<file path="config.mk">
export PLATFORM = sky130hd
export DESIGN_NAME = pulse_width_packet_receiver_unit
export DESIGN_NICKNAME = d
export VERILOG_FILES = /design/src/hw/rtl/pwpr_pkg.sv /design/src/hw/rtl/pwpr_front.sv /design/src/hw/rtl/pwpr_fifo.sv /design/src/hw/rtl/pwpr_back.sv /design/src/hw/rtl/pulse_width_packet_receiver_unit.sv
export VERILOG_INCLUDE_DIRS = /design/src /design/src/hw/rtl
export SDC_FILE = /design/constraint.sdc
export NUM_CORES = 2
export LEC_CHECK = 0
export BUFFER_PORTS_ARGS = -buffer_cell sky130_fd_sc_hd__buf_2
export CORE_ASPECT_RATIO = 1.4
export CORE_UTILIZATION = 65
export DETAILED_ROUTE_END_ITERATION = 7
export HOLD_SLACK_MARGIN = 0.1
export PLACE_DENSITY_LB_ADDON = 0.2
export SLEW_MARGIN = 5
export SYNTH_ARGS = -nofsm -noshare
export SYNTH_HDL_FRONTEND = slang
export SYNTH_HIERARCHICAL = 1
export SYNTH_SLANG_ARGS = --single-unit
export TNS_END_PERCENT = 5
</file>
<file path="constraint.sdc">
create_clock -name i_clk -period 31.8 [get_ports i_clk]
set_input_delay 4.77 -clock i_clk [delete_from_list [all_inputs] [get_ports i_clk]]
set_output_delay 4.77 -clock i_clk [all_outputs]
set_load 0.05 [all_outputs]
</file>
<file path="src/hw/rtl/pulse_width_packet_receiver_unit_defines.svh">
// Assertion macros shared by the pulse width packet receiver RTL.
// Depends on nothing; included by the modules that carry assertions.
`ifndef PULSE_WIDTH_PACKET_RECEIVER_UNIT_DEFINES_SVH
`define PULSE_WIDTH_PACKET_RECEIVER_UNIT_DEFINES_SVH

// Same-cycle implication, disabled while reset is asserted.
`define PWPR_ASSERT_IMPL(name, clk, rst_n, ante, cons) \
    name: assert property (@(posedge clk) disable iff (!rst_n) (ante) |-> (cons)) \
        else $error("pwpr: same-cycle check failed");

// Next-cycle implication, disabled while reset is asserted.
`define PWPR_ASSERT_NEXT(name, clk, rst_n, ante, cons) \
    name: assert property (@(posedge clk) disable iff (!rst_n) (ante) |=> (cons)) \
        else $error("pwpr: next-cycle check failed");

`endif

</file>
<file path="src/hw/rtl/pwpr_pkg.sv">
// Package of the pulse width packet receiver: sizes, reset values, register
// indexes, shared types and the packet check functions. Depends on nothing.
`default_nettype none

package pwpr_pkg;

    // Packet framing.
    localparam int PREAMBLE_BITS = 10;
    localparam int DATA_BITS     = 8;
    localparam int HISTORY_BITS  = 19;
    localparam int COUNT_BITS    = 16;
    localparam int PACKET_LEN    = PREAMBLE_BITS + DATA_BITS + 1;
    localparam logic [31:0] PREAMBLE_PATTERN = 32'h0000_02AA;
    localparam int BYTE_BITS     = 8;

    // Fixed point formats.
    localparam int LEVEL_BITS   = 18;
    localparam int LWEIGHT_BITS = 17;
    localparam int LEVEL_FRAC   = 16;
    localparam int FRAC_BITS    = 24;
    localparam int WWEIGHT_BITS = 25;
    localparam int LIMIT_BITS   = 16;
    localparam int INIT_BITS    = 16;
    localparam int THR_BITS     = COUNT_BITS + FRAC_BITS;
    localparam int SAMPLE_BITS  = 2;

    localparam logic [LWEIGHT_BITS-1:0] LWEIGHT_ONE = LWEIGHT_BITS'(1 << LEVEL_FRAC);
    localparam logic [WWEIGHT_BITS-1:0] WWEIGHT_ONE = WWEIGHT_BITS'(1 << FRAC_BITS);

    // Configuration port.
    localparam int CFG_IDX_BITS  = 3;
    localparam int CFG_DATA_BITS = 25;

    localparam logic [CFG_IDX_BITS-1:0] CFG_RISE_THRESHOLD     = 3'd0;
    localparam logic [CFG_IDX_BITS-1:0] CFG_FALL_THRESHOLD     = 3'd1;
    localparam logic [CFG_IDX_BITS-1:0] CFG_LEVEL_WEIGHT       = 3'd2;
    localparam logic [CFG_IDX_BITS-1:0] CFG_INIT_WIDTH_THRESH  = 3'd3;
    localparam logic [CFG_IDX_BITS-1:0] CFG_WIDTH_WEIGHT       = 3'd4;
    localparam logic [CFG_IDX_BITS-1:0] CFG_ADAPT_LIMIT        = 3'd5;

    localparam logic [LEVEL_BITS-1:0]    RST_RISE_THRESHOLD = 18'd6554;
    localparam logic [LEVEL_BITS-1:0]    RST_FALL_THRESHOLD = 18'd655;
    localparam logic [LWEIGHT_BITS-1:0]  RST_LEVEL_WEIGHT   = 17'd13107;
    localparam logic [INIT_BITS-1:0]     RST_INIT_WIDTH     = 16'd80;
    localparam logic [WWEIGHT_BITS-1:0]  RST_WIDTH_WEIGHT   = 25'd1678;
    localparam logic [LIMIT_BITS-1:0]    RST_ADAPT_LIMIT    = 16'd1000;

    // Edge queue between front and back.
    localparam int FIFO_DEPTH    = 4;
    localparam int FIFO_PTR_BITS = $clog2(FIFO_DEPTH);

    typedef struct packed {
        logic [LEVEL_BITS-1:0]   rise_threshold;
        logic [LEVEL_BITS-1:0]   fall_threshold;
        logic [LWEIGHT_BITS-1:0] level_weight;
        logic [WWEIGHT_BITS-1:0] width_weight;
        logic [LIMIT_BITS-1:0]   adapt_limit;
    } t_cfg;

    // Falling edge event: the measured pulse width.
    typedef struct packed {
        logic                  vld;
        logic [COUNT_BITS-1:0] width;
    } t_evt;

    // Threshold reload caused by a write of the initial width threshold.
    typedef struct packed {
        logic                 load;
        logic [INIT_BITS-1:0] value;
    } t_thr_load;

    typedef enum logic [0:0] {
        BK_IDLE,
        BK_ADAPT
    } t_back_state;

    // Oldest preamble bit sits at the top of the packet window.
    function automatic logic preamble_hit(input logic [HISTORY_BITS-1:0] hist);
        logic hit;
        hit = (HISTORY_BITS >= PACKET_LEN);
        for (int k = 0; k < PREAMBLE_BITS; k++) begin
            if (hist[PACKET_LEN-1-k] != PREAMBLE_PATTERN[k]) begin
                hit = 1'b0;
            end
        end
        return hit;
    endfunction

    // Even parity: XOR of the data bits equals the last bit received.
    function automatic logic parity_good(input logic [HISTORY_BITS-1:0] hist);
        return (^hist[DATA_BITS:1]) == hist[0];
    endfunction

endpackage

`default_nettype wire

</file>
<file path="src/hw/rtl/pwpr_front.sv">
// Front end: level filter and hysteresis edge detector with width counter.
// Depends on pwpr_pkg. Pushes one event per falling edge into the edge queue.
`default_nettype none

module pwpr_front (
    input  wire logic                                 i_clk,
    input  wire logic                                 i_rst_n,
    input  wire logic                                 i_valid,
    output logic                                      o_stall,
    input  wire logic [pwpr_pkg::SAMPLE_BITS-1:0]     i_contention_sample,
    input  wire pwpr_pkg::t_cfg                       i_cfg,
    input  wire logic                                 i_queue_afull,
    output pwpr_pkg::t_evt                            o_evt
);

    localparam int LVL_W = pwpr_pkg::LEVEL_BITS;
    localparam int ACC_W = pwpr_pkg::LEVEL_BITS + pwpr_pkg::LWEIGHT_BITS + 1;
    localparam int FRAC  = pwpr_pkg::LEVEL_FRAC;
    localparam int CNT_W = pwpr_pkg::COUNT_BITS;
    localparam logic [CNT_W-1:0] CNT_MAX = {CNT_W{1'b1}};
    localparam logic [ACC_W-1:0] HALF    = ACC_W'(1 << (FRAC - 1));

    logic                                 accept;
    logic [pwpr_pkg::LWEIGHT_BITS-1:0]    w_sat;
    logic [pwpr_pkg::LWEIGHT_BITS-1:0]    w_inv;
    logic [ACC_W-1:0]                     acc;
    logic [LVL_W-1:0]                     r_level, n_level;
    logic                                 r_s1_vld;
    logic                                 r_high, n_high;
    logic [CNT_W-1:0]                     r_count, n_count;
    logic [CNT_W-1:0]                     count_base;
    logic                                 fall_edge;

    assign o_stall = i_queue_afull;
    assign accept  = i_valid && !o_stall;

    // Stage 1: first order low-pass filter of the sample.
    always_comb begin
        w_sat   = (i_cfg.level_weight > pwpr_pkg::LWEIGHT_ONE) ?
                  pwpr_pkg::LWEIGHT_ONE : i_cfg.level_weight;
        w_inv   = pwpr_pkg::LWEIGHT_ONE - w_sat;
        acc     = ACC_W'(r_level) * ACC_W'(w_inv)
                + ((ACC_W'(i_contention_sample) * ACC_W'(w_sat)) << FRAC)
                + HALF;
        n_level = acc[LVL_W+FRAC-1:FRAC];
    end

    always_ff @(posedge i_clk) begin
        if (!i_rst_n) begin
            r_level  <= '0;
            r_s1_vld <= 1'b0;
        end else begin
            r_s1_vld <= accept;
            if (accept) begin
                r_level <= n_level;
            end
        end
    end

    // Stage 2: hysteresis and pulse width counter.
    always_comb begin
        n_high     = r_high;
        n_count    = r_count;
        count_base = r_count;
        fall_edge  = 1'b0;
        if (r_s1_vld) begin
            if (!r_high) begin
                if (r_level > i_cfg.rise_threshold) begin
                    count_base = '0;
                    n_high     = 1'b1;
                end
            end else if (r_level < i_cfg.fall_threshold) begin
                fall_edge  = 1'b1;
                count_base = '0;
                n_high     = 1'b0;
            end
            n_count = (count_base != CNT_MAX) ? count_base + 1'b1 : count_base;
        end
    end

    always_ff @(posedge i_clk) begin
        if (!i_rst_n) begin
            r_high  <= 1'b0;
            r_count <= '0;
        end else begin
            r_high  <= n_high;
            r_count <= n_count;
        end
    end

    // The width is the count before this tick's increment.
    assign o_evt.vld   = fall_edge;
    assign o_evt.width = r_count;

endmodule

`default_nettype wire

</file>
<file path="src/hw/rtl/pwpr_fifo.sv">
// Short queue of falling edge events between front end and back end.
// Depends on pwpr_pkg and the assertion macro header.
`default_nettype none
`include "pulse_width_packet_receiver_unit_defines.svh"

module pwpr_fifo (
    input  wire logic                               i_clk,
    input  wire logic                               i_rst_n,
    input  wire pwpr_pkg::t_evt                     i_push,
    output logic                                    o_afull,
    output logic                                    o_valid,
    output logic [pwpr_pkg::COUNT_BITS-1:0]         o_width,
    input  wire logic                               i_pop
);

    localparam int DEPTH = pwpr_pkg::FIFO_DEPTH;
    localparam int PTR_W = pwpr_pkg::FIFO_PTR_BITS;
    localparam int CNT_W = PTR_W + 1;

    logic [pwpr_pkg::COUNT_BITS-1:0] r_mem [DEPTH];
    logic [PTR_W-1:0]                r_wr_ptr;
    logic [PTR_W-1:0]                r_rd_ptr;
    logic [CNT_W-1:0]                r_count;

    always_ff @(posedge i_clk) begin
        if (i_push.vld) begin
            r_mem[r_wr_ptr] <= i_push.width;
        end
    end

    always_ff @(posedge i_clk) begin
        if (!i_rst_n) begin
            r_wr_ptr <= '0;
            r_rd_ptr <= '0;
            r_count  <= '0;
        end else begin
            if (i_push.vld) begin
                r_wr_ptr <= r_wr_ptr + 1'b1;
            end
            if (i_pop) begin
                r_rd_ptr <= r_rd_ptr + 1'b1;
            end
            if (i_push.vld && !i_pop) begin
                r_count <= r_count + 1'b1;
            end else if (!i_push.vld && i_pop) begin
                r_count <= r_count - 1'b1;
            end
        end
    end

    // Room is held back for the sample still inside the front end.
    assign o_afull = (r_count >= CNT_W'(DEPTH - 1));
    assign o_valid = (r_count != '0);
    assign o_width = r_mem[r_rd_ptr];

    `PWPR_ASSERT_IMPL(a_no_overflow, i_clk, i_rst_n, r_count == CNT_W'(DEPTH), !i_push.vld)
    `PWPR_ASSERT_IMPL(a_no_underflow, i_clk, i_rst_n, r_count == '0, !i_pop)

endmodule

`default_nettype wire

</file>
<file path="src/hw/rtl/pwpr_back.sv">
// Back end: bit decision, history shift, packet check, adaptive threshold
// and the output register. Depends on pwpr_pkg and the assertion macros.
`default_nettype none
`include "pulse_width_packet_receiver_unit_defines.svh"

module pwpr_back (
    input  wire logic                               i_clk,
    input  wire logic                               i_rst_n,
    input  wire pwpr_pkg::t_cfg                     i_cfg,
    input  wire pwpr_pkg::t_thr_load                i_thr_load,
    input  wire logic                               i_evt_valid,
    input  wire logic [pwpr_pkg::COUNT_BITS-1:0]    i_evt_width,
    output logic                                    o_pop,
    output logic                                    o_valid,
    input  wire logic                               i_stall,
    output logic [pwpr_pkg::BYTE_BITS-1:0]          o_packet_byte
);

    localparam int THR_W  = pwpr_pkg::THR_BITS;
    localparam int FRAC   = pwpr_pkg::FRAC_BITS;
    localparam int CNT_W  = pwpr_pkg::COUNT_BITS;
    localparam int WW_W   = pwpr_pkg::WWEIGHT_BITS;
    localparam int HIST_W = pwpr_pkg::HISTORY_BITS;
    localparam int HI_W   = CNT_W + WW_W;
    localparam int LO_W   = FRAC + WW_W;
    localparam int LIM_W  = (CNT_W > pwpr_pkg::LIMIT_BITS) ? CNT_W : pwpr_pkg::LIMIT_BITS;
    localparam int PKT_CLR = (HIST_W > pwpr_pkg::PACKET_LEN) ?
                             (HIST_W - pwpr_pkg::PACKET_LEN) : 0;
    localparam logic [HIST_W-1:0] PKT_MASK = {HIST_W{1'b1}} >> PKT_CLR;
    localparam logic [LO_W:0]     LO_HALF  = (LO_W + 1)'(1 << (FRAC - 1));

    pwpr_pkg::t_back_state r_state, n_state;

    logic [THR_W-1:0]   r_thr;
    logic [HIST_W-1:0]  r_hist;
    logic               r_up;
    logic               r_adapt;
    logic [HI_W-1:0]    r_p_hi;
    logic [LO_W-1:0]    r_p_lo;
    logic               r_out_vld;
    logic [pwpr_pkg::BYTE_BITS-1:0] r_out_byte;

    logic               out_free;
    logic               thr_upd;
    logic [THR_W-1:0]   target;
    logic               bit_one;
    logic [HIST_W-1:0]  hist_sh;
    logic               hit;
    logic               emit;
    logic               up;
    logic [THR_W-1:0]   mag;
    logic [WW_W-1:0]    w_sat;
    logic [LO_W:0]      lo_rnd;
    logic [THR_W-1:0]   delta;

    assign out_free = !r_out_vld || !i_stall;

    // Next state.
    always_comb begin
        n_state = r_state;
        case (r_state)
            pwpr_pkg::BK_IDLE: begin
                if (i_evt_valid && out_free) begin
                    n_state = pwpr_pkg::BK_ADAPT;
                end
            end
            pwpr_pkg::BK_ADAPT: begin
                n_state = pwpr_pkg::BK_IDLE;
            end
            default: begin
                n_state = pwpr_pkg::BK_IDLE;
            end
        endcase
    end

    // State outputs.
    always_comb begin
        o_pop   = 1'b0;
        thr_upd = 1'b0;
        case (r_state)
            pwpr_pkg::BK_IDLE: begin
                o_pop = i_evt_valid && out_free;
            end
            pwpr_pkg::BK_ADAPT: begin
                thr_upd = r_adapt;
            end
            default: begin
                o_pop   = 1'b0;
                thr_upd = 1'b0;
            end
        endcase
    end

    // Decision, history and the two partial products of the threshold step.
    always_comb begin
        target  = {i_evt_width, {FRAC{1'b0}}};
        bit_one = (target < r_thr);
        hist_sh = {r_hist[HIST_W-2:0], bit_one};
        hit     = pwpr_pkg::preamble_hit(hist_sh);
        emit    = hit && pwpr_pkg::parity_good(hist_sh);
        up      = (target >= r_thr);
        mag     = up ? (target - r_thr) : (r_thr - target);
        w_sat   = (i_cfg.width_weight > pwpr_pkg::WWEIGHT_ONE) ?
                  pwpr_pkg::WWEIGHT_ONE : i_cfg.width_weight;
        lo_rnd  = (LO_W + 1)'(r_p_lo) + LO_HALF;
        delta   = THR_W'(r_p_hi) + THR_W'(lo_rnd[LO_W:FRAC]);
    end

    always_ff @(posedge i_clk) begin
        if (o_pop) begin
            r_up    <= up;
            r_adapt <= (LIM_W'(i_evt_width) < LIM_W'(i_cfg.adapt_limit));
            r_p_hi  <= HI_W'(mag[THR_W-1:FRAC]) * HI_W'(w_sat);
            r_p_lo  <= LO_W'(mag[FRAC-1:0]) * LO_W'(w_sat);
        end
        if (o_pop && emit) begin
            r_out_byte <= pwpr_pkg::BYTE_BITS'(hist_sh[pwpr_pkg::DATA_BITS:1]);
        end
    end

    always_ff @(posedge i_clk) begin
        if (!i_rst_n) begin
            r_state   <= pwpr_pkg::BK_IDLE;
            r_thr     <= {pwpr_pkg::RST_INIT_WIDTH, {FRAC{1'b0}}};
            r_hist    <= '0;
            r_out_vld <= 1'b0;
        end else begin
            r_state <= n_state;
            if (i_thr_load.load) begin
                r_thr <= {i_thr_load.value, {FRAC{1'b0}}};
            end else if (thr_upd) begin
                r_thr <= r_up ? (r_thr + delta) : (r_thr - delta);
            end
            if (o_pop) begin
                r_hist <= hit ? (hist_sh & ~PKT_MASK) : hist_sh;
            end
            if (o_pop && emit) begin
                r_out_vld <= 1'b1;
            end else if (!i_stall) begin
                r_out_vld <= 1'b0;
            end
        end
    end

    assign o_valid       = r_out_vld;
    assign o_packet_byte = r_out_byte;

    `PWPR_ASSERT_NEXT(a_adapt_one_cycle, i_clk, i_rst_n, r_state == pwpr_pkg::BK_ADAPT, r_state == pwpr_pkg::BK_IDLE)
    `PWPR_ASSERT_IMPL(a_pop_needs_room, i_clk, i_rst_n, o_pop, !r_out_vld || !i_stall)
    `PWPR_ASSERT_IMPL(a_load_when_idle, i_clk, i_rst_n, i_thr_load.load, r_state == pwpr_pkg::BK_IDLE)

endmodule

`default_nettype wire

</file>
<file path="src/hw/rtl/pulse_width_packet_receiver_unit.sv">
// Top level of the pulse width packet receiver: configuration registers and
// the front end, edge queue and back end. Depends on pwpr_pkg, pwpr_front,
// pwpr_fifo and pwpr_back.
//
//   Channel   Direction  Handshake               Payload
//   sample    in         i_valid / o_stall       i_contention_sample[1:0]
//   byte      out        o_valid / i_stall       o_packet_byte[7:0]
//   config    in         i_cfg_valid / o_cfg_ready  i_cfg_index[2:0], i_cfg_data[24:0]
//
// One sample beat is taken every cycle while o_stall is low. A sample passes the
// level filter register, then the edge detector; a falling edge becomes a queue
// entry. The back end pops each queued edge in its idle state and runs the
// threshold update loop (a multiply stage, then the add) in its adapt state; the
// byte register loads as the edge that completes its packet is popped. Pulses
// span at least two samples, so with no byte stall edges never arrive faster than
// the back end drains them. Reset is synchronous and active low and loads every
// configuration register with its documented default. A stall on the byte channel
// holds the output register; the back end then stops popping, the queue fills and
// o_stall rises once one entry of room is left for the sample still in the front end.
`default_nettype none

module pulse_width_packet_receiver_unit (
    input  wire logic                                  i_clk,
    input  wire logic                                  i_rst_n,
    input  wire logic                                  i_valid,
    output logic                                       o_stall,
    input  wire logic [pwpr_pkg::SAMPLE_BITS-1:0]      i_contention_sample,
    output logic                                       o_valid,
    input  wire logic                                  i_stall,
    output logic [pwpr_pkg::BYTE_BITS-1:0]             o_packet_byte,
    input  wire logic                                  i_cfg_valid,
    output logic                                       o_cfg_ready,
    input  wire logic [pwpr_pkg::CFG_IDX_BITS-1:0]     i_cfg_index,
    input  wire logic [pwpr_pkg::CFG_DATA_BITS-1:0]    i_cfg_data
);

    logic                                  cfg_wr;
    pwpr_pkg::t_cfg                        r_cfg;
    pwpr_pkg::t_thr_load                   thr_load;
    pwpr_pkg::t_evt                        evt;
    logic                                  queue_afull;
    logic                                  queue_valid;
    logic [pwpr_pkg::COUNT_BITS-1:0]       queue_width;
    logic                                  queue_pop;

    // The register file always takes a write beat.
    assign o_cfg_ready = 1'b1;
    assign cfg_wr      = i_cfg_valid && o_cfg_ready;

    always_ff @(posedge i_clk) begin
        if (!i_rst_n) begin
            r_cfg.rise_threshold <= pwpr_pkg::RST_RISE_THRESHOLD;
            r_cfg.fall_threshold <= pwpr_pkg::RST_FALL_THRESHOLD;
            r_cfg.level_weight   <= pwpr_pkg::RST_LEVEL_WEIGHT;
            r_cfg.width_weight   <= pwpr_pkg::RST_WIDTH_WEIGHT;
            r_cfg.adapt_limit    <= pwpr_pkg::RST_ADAPT_LIMIT;
        end else if (cfg_wr) begin
            case (i_cfg_index)
                pwpr_pkg::CFG_RISE_THRESHOLD: begin
                    r_cfg.rise_threshold <= i_cfg_data[pwpr_pkg::LEVEL_BITS-1:0];
                end
                pwpr_pkg::CFG_FALL_THRESHOLD: begin
                    r_cfg.fall_threshold <= i_cfg_data[pwpr_pkg::LEVEL_BITS-1:0];
                end
                pwpr_pkg::CFG_LEVEL_WEIGHT: begin
                    r_cfg.level_weight <= i_cfg_data[pwpr_pkg::LWEIGHT_BITS-1:0];
                end
                pwpr_pkg::CFG_WIDTH_WEIGHT: begin
                    r_cfg.width_weight <= i_cfg_data[pwpr_pkg::WWEIGHT_BITS-1:0];
                end
                pwpr_pkg::CFG_ADAPT_LIMIT: begin
                    r_cfg.adapt_limit <= i_cfg_data[pwpr_pkg::LIMIT_BITS-1:0];
                end
                default: begin
                    // The initial width threshold lives only in the back end's
                    // threshold register; other indexes are ignored.
                end
            endcase
        end
    end

    // Writing the initial width threshold reloads the adaptive threshold.
    assign thr_load.load  = cfg_wr && (i_cfg_index == pwpr_pkg::CFG_INIT_WIDTH_THRESH);
    assign thr_load.value = i_cfg_data[pwpr_pkg::INIT_BITS-1:0];

    pwpr_front u_front (
        .i_clk               (i_clk),
        .i_rst_n             (i_rst_n),
        .i_valid             (i_valid),
        .o_stall             (o_stall),
        .i_contention_sample (i_contention_sample),
        .i_cfg               (r_cfg),
        .i_queue_afull       (queue_afull),
        .o_evt               (evt)
    );

    pwpr_fifo u_fifo (
        .i_clk   (i_clk),
        .i_rst_n (i_rst_n),
        .i_push  (evt),
        .o_afull (queue_afull),
        .o_valid (queue_valid),
        .o_width (queue_width),
        .i_pop   (queue_pop)
    );

    pwpr_back u_back (
        .i_clk         (i_clk),
        .i_rst_n       (i_rst_n),
        .i_cfg         (r_cfg),
        .i_thr_load    (thr_load),
        .i_evt_valid   (queue_valid),
        .i_evt_width   (queue_width),
        .o_pop         (queue_pop),
        .o_valid       (o_valid),
        .i_stall       (i_stall),
        .o_packet_byte (o_packet_byte)
    );

endmodule

`default_nettype wire

</file>
[After elaboration in Yosys (flattened, before gate mapping)]
Memory sizes are Yosys's and may differ from the RTL's. A register that Yosys moved wholly into a read port is not among the register bits.
Index checks and enable logic that the tools add are counted.
Storage, ports and cells
  input bits: 35
  memories: 1
  bits in writable memories: 64
  bits in registers: 296
  word-level logic and storage cells: 123
  output and inout bits: 11
Operators by class
  reductions and logical operators: 24
  muxes and demuxes: 40
  bitwise logic cells: 2
  multipliers: 4
  equal/unequal tests: 8
  magnitude comparators: 8
  add/sub/neg operators: 14
Memories
  u_fifo.r_mem: words 4, width 16, read ports 1, clocked after memory_dff 1, wr ports 1, line pwpr_fifo.sv:20  | logic [pwpr_pkg::COUNT_BITS-1:0] r_mem [DEPTH];
Operator list (number)
  40-bit 2-to-1 mux: 4
  40-bit subtractor: 3
  16-bit 2-to-1 mux: 5
  49-bit by 24-bit adder with 50-bit output, second input constant: 1
  24-bit by 25-bit multiplier with 49-bit output: 1
  40-bit by 26-bit adder with 40-bit output: 1
  40-bit adder: 1
  40-bit >= comparator: 1
  40-bit less-than comparator: 1
  16-bit by 25-bit multiplier with 40-bit output: 1
  34-bit by 16-bit adder with 34-bit output, second input constant: 1
  34-bit adder: 1
  18-bit by 17-bit multiplier with 34-bit output: 1
  25-bit > comparator, second input constant: 1
  25-bit 2-to-1 mux: 1
  1-bit 2-to-1 mux: 23
  18-bit > comparator: 1
  18-bit less-than comparator: 1
  2-bit by 17-bit multiplier with 18-bit output: 1
  18-bit 2-to-1 mux: 1
  17-bit > comparator, second input constant: 1
  17-bit 2-to-1 mux: 1
  17-bit subtractor, first input constant: 1
  16-bit by 1-bit adder with 16-bit output, second input constant: 1
  other kinds (24): 45

[Longest topological paths before layout]
  depth in word-level cells: 13
  gate-level depth with buffers: 44
  mapped depth without buffers: 38

[By module]
The synthesis kept the hierarchy.
By module, submodules not included
  pwpr_back: cells each 5272, area each 43990.9 um^2, times used 1, sequential area each 3483.3 um^2
  pwpr_front: cells each 1674, area each 13912.1 um^2, times used 1, sequential area each 720.7 um^2
  pulse_width_packet_receiver_unit: cells each 363, area each 3708.6 um^2, times used 1, sequential area each 1881.8 um^2
  pwpr_fifo: cells each 127, area each 2792.7 um^2, times used 1, sequential area each 2102.0 um^2

[Least setup slack after synthesis]
No wires, ideal clock.
  path kind: input-to-reg
  start: input i_contention_sample[1] (netlist name)
  end: register u_front.r_level[17]
  setup slack: 21.613 ns
  path buffers: 1
  setup time: 0.070 ns
  required time: 31.730 ns
  arrival: 10.117 ns
  cell stages on the path: 22
  cell sequence: clkbuf_1 inv_1 nor2_1 ha_1 fa_1 inv_1 fa_1 inv_1 fa_1 inv_1 fa_1 fa_1 inv_1 ha_1 or3_1 a221oi_1 o31ai_1 a21o_1 a211o_1 a221oi_2 xnor3_1 a21oi_1
Between the ends
  cells in the longest elaborated chain, start to end: 3
RTL lines
  start: declaration: line pulse_width_packet_receiver_unit.sv:27  | input wire logic [pwpr_pkg::SAMPLE_BITS-1:0] i_contention_sample,
  2-bit by 17-bit multiplier with 18-bit output: line pwpr_front.sv:43  | + ((ACC_W'(i_contention_sample) * ACC_W'(w_sat)) << FRAC)
  34-bit adder: line pwpr_front.sv:43
  34-bit by 16-bit adder with 34-bit output: line pwpr_front.sv:44  | + HALF;
  end signal: assignment: line pwpr_front.sv:55  | r_level <= n_level;
  end: declaration: line pwpr_front.sv:27  | logic [LVL_W-1:0] r_level, n_level;
Every way passes these cells.
A chain may end at the register's enable or synchronous reset.

==> summary.md <==
| Metric | Value |
|---|---|
| Status | finished with violations |
| Violated checks | design-rule violations, max-capacitance violations, max-slew violations |
| Worst-Margin Slew | 1.51 ns |
| CP peak stage delay | 0.83 ns |
| GRT Overall Usage | 42.3% |
| Post-synth EDFFs | 140 |
| Die width | 268 um |
| CTS Buf Count | 40 |
| CP endpoint kind | register |
| Post-Syn Instances | 7,436 |
| DIE AREA | 100,000 sq um |
| Ports | 46 |
| Worst hold path class | reg -> reg |
| WP data required | 32.16 ns |
| Routed WL per cell | 23.8 um |
| RSZ-0062 raised after global routing | no |
| Worst-skew pair later-pin latency | 0.64 ns |
| # nets final | 8,973 |
| Max-slew violation count | 6 |
| Post-synthesis register bit count | 339 |
| Post-cts resize count | 0 |
| Placed Instances | 8,567 |
| Most frequent CP cell | fa_1 |
| Buf+Inv Stages, Crit Path | 9 |
| Via density | 6.21 |
| CP max FO | 58 |
| Initial Utilization | 65.6% |
| DRC errors left | 3 |
| Antenna violations before repair | 6 |
| Share of cells above drive strength 1 | 5.13% |
| Slowest CP cell | xor2_4 |
| Top_reg_cell synth | dfxtp_1 |
| FFs w/ async S/R, synth | 0% |
| Fmax | 75.9 MHz |
| Vias | 53.7k |
| DPL Wire Length | 157,000 um |
| Post-CTS setup buffer count | 0 |
| 1st-iter DRT viols | 4,726 |
| Netlist cell types | 106 |
| GP Congestion | 1.04 |
| CP delay by family, top | adder cells |
| Std-Cell Rows | 136 |
| Number of global-route vias before repair | 57.0k |
| Tmin final | 13.17 ns |
| Setup total negative slack | 0 ns |
| Cell depth of the worst min-delay path | 2 |
| # port buffers | 44 |
| Clock Pin Slew Worst Setup and Hold Paths | 0.07 ns |
| First-pass GRT wire length | 319,000 um |
| Syn Nets | 9,111 |
| Antenna-violating nets left | 0 |
| Core Util, Final | 68.9% |
| Longest Clk Path Bufs | 3 |
| CTS tree | done |
| Number of cells on the critical path | 39 |
| Startpoint types | register |
| Sequential-to-total area share from yosys stat | 12.7% |
| Commonest cells after routing, fill and taps aside | inv_1 (1,362), fa_1 (1,082), nand2_1 (1,044), nor2_1 (584), ha_1 (557) |
| Slew HR | -1.14% |
| Final hold vios | 0 |
| # setup viols final | 0 |
| # hold bufs at CTS | 0 |
| Max-Cap Viols | 1 |
| Final Non-Filler Cells | 8,641 |
| Commonest non-fill, non-tap cell in the layout | inv_1 |
| Largest net degree at the start of global routing | 91 |
| Drt first pass iters | 8 |
| Overflow after GRT | 0 |
| Clock root buffer | clkbuf_16 |
| Layout Skew | 0.0512 ns |
| Area grow syn2layout | 5.08% |
| Synth warn | 6 |
| CTS Sinks | 339 |
| Worst Path Class, Setup | reg -> reg |
| Min Hold Slack | 0.460 ns |
| Die height | 374 um |
| Worst reg-to-reg path cell count | 39 |
| H-tree depth | 2 |
| Worst EP arrival | 13.53 ns |
| Post-Syn Area | 64,400 sq um |
| Total core area | 98,200 sq um |
| Syn Area/Cell | 8.66 sq um |
| Tcrit/Tclk final | 41.4% |
| WL final | 206,000 um |
==> flip-flops by register name, indices dropped and copies added, names as in the netlist, 2 cells and up, named ones only <==
signal,count
r_cfg,94
u_back/o_packet_byte,8
u_back/r_hist,18
u_back/r_p_hi,40
u_back/r_p_lo,26
u_back/r_thr,40
u_fifo/r_count,3
u_fifo/r_mem,64
u_fifo/r_rd_ptr,2
u_fifo/r_wr_ptr,2
u_front/r_count,16
u_front/r_level,18
==> per-stage QoR <==
| step | setup slack, ns | cell area, sq um |
|---|---|---|
| after floorplan | 21.61 | 64400 |
| after global placement | 19.16 | 66200 |
| after detailed placement | 18.88 | 66200 |
| after CTS | 18.86 | 67700 |
| after global routing | 18.26 | 67700 |
| final | 18.63 | 67700 |
==> Yosys cell counts (85+ instances only) <==
cell      instances  area, sq um
nor2b_1          86          538
a21o_1          116          871
a21oi_1         240         1200
mux2i_1         104         1040
clkbuf_1        303         1140
nand2_1        1044         3920
o21ai_0         134          671
and2_1          229         1430
edfxtp_1        140         4200
fa_1           1082        21700
ha_1            558         6980
dfxtp_1         199         3980
xor2_1          101          885
nand3_1         130          651
nor3_1           85          425
xnor2_1         184         1610
nor2_1          585         2200
inv_1          1363         5120
==> cell type report <==
cell class / instances / area (sq um)
Multi-Input combinational cell: 5356 / 49900
Fill cell: 8083 / 30500
Sequential cell: 339 / 8190
Inverter: 1366 / 5130
Tap cell: 1311 / 1640
Timing Repair Buffer: 195 / 1360
Clock buffer: 55 / 1180
Clock inverter: 18 / 234
Antenna cell: 1 / 2.50
==> cells by family after synthesis <==
family	synth area share, %
simple gates	17.2
other cells	0.00582
compound gates	9.02
fa+ha+maj	44.5
buf+inv	10.4
xor+xnor	4.00
mux	2.25
flops	12.7
==> tightest hold or removal path, stage by stage, from the launching register on <==
cell     delay (ns)
dfxtp_1        0.31
nand2_1        0.05
mux2i_1        0.05
==> final timing paths <==
kind         startpoint           endpoint  slack, ns
max            register  u_back/r_p_hi[38]      18.63
min            r_cfg[1]           r_cfg[1]       0.46
max reg2reg    register  u_back/r_p_hi[38]      18.63
min reg2reg    r_cfg[1]           r_cfg[1]       0.46
==> routing by layer <==
layer  GRT usage, %  wire length, um
met1           45.6            66800
met2           70.7            98700
met3           7.96            17600
met4           37.4            23000
met5              0               38
Power is not shown: default switching activity piles up to over one toggle a cycle in this logic, so the estimate is an artifact.
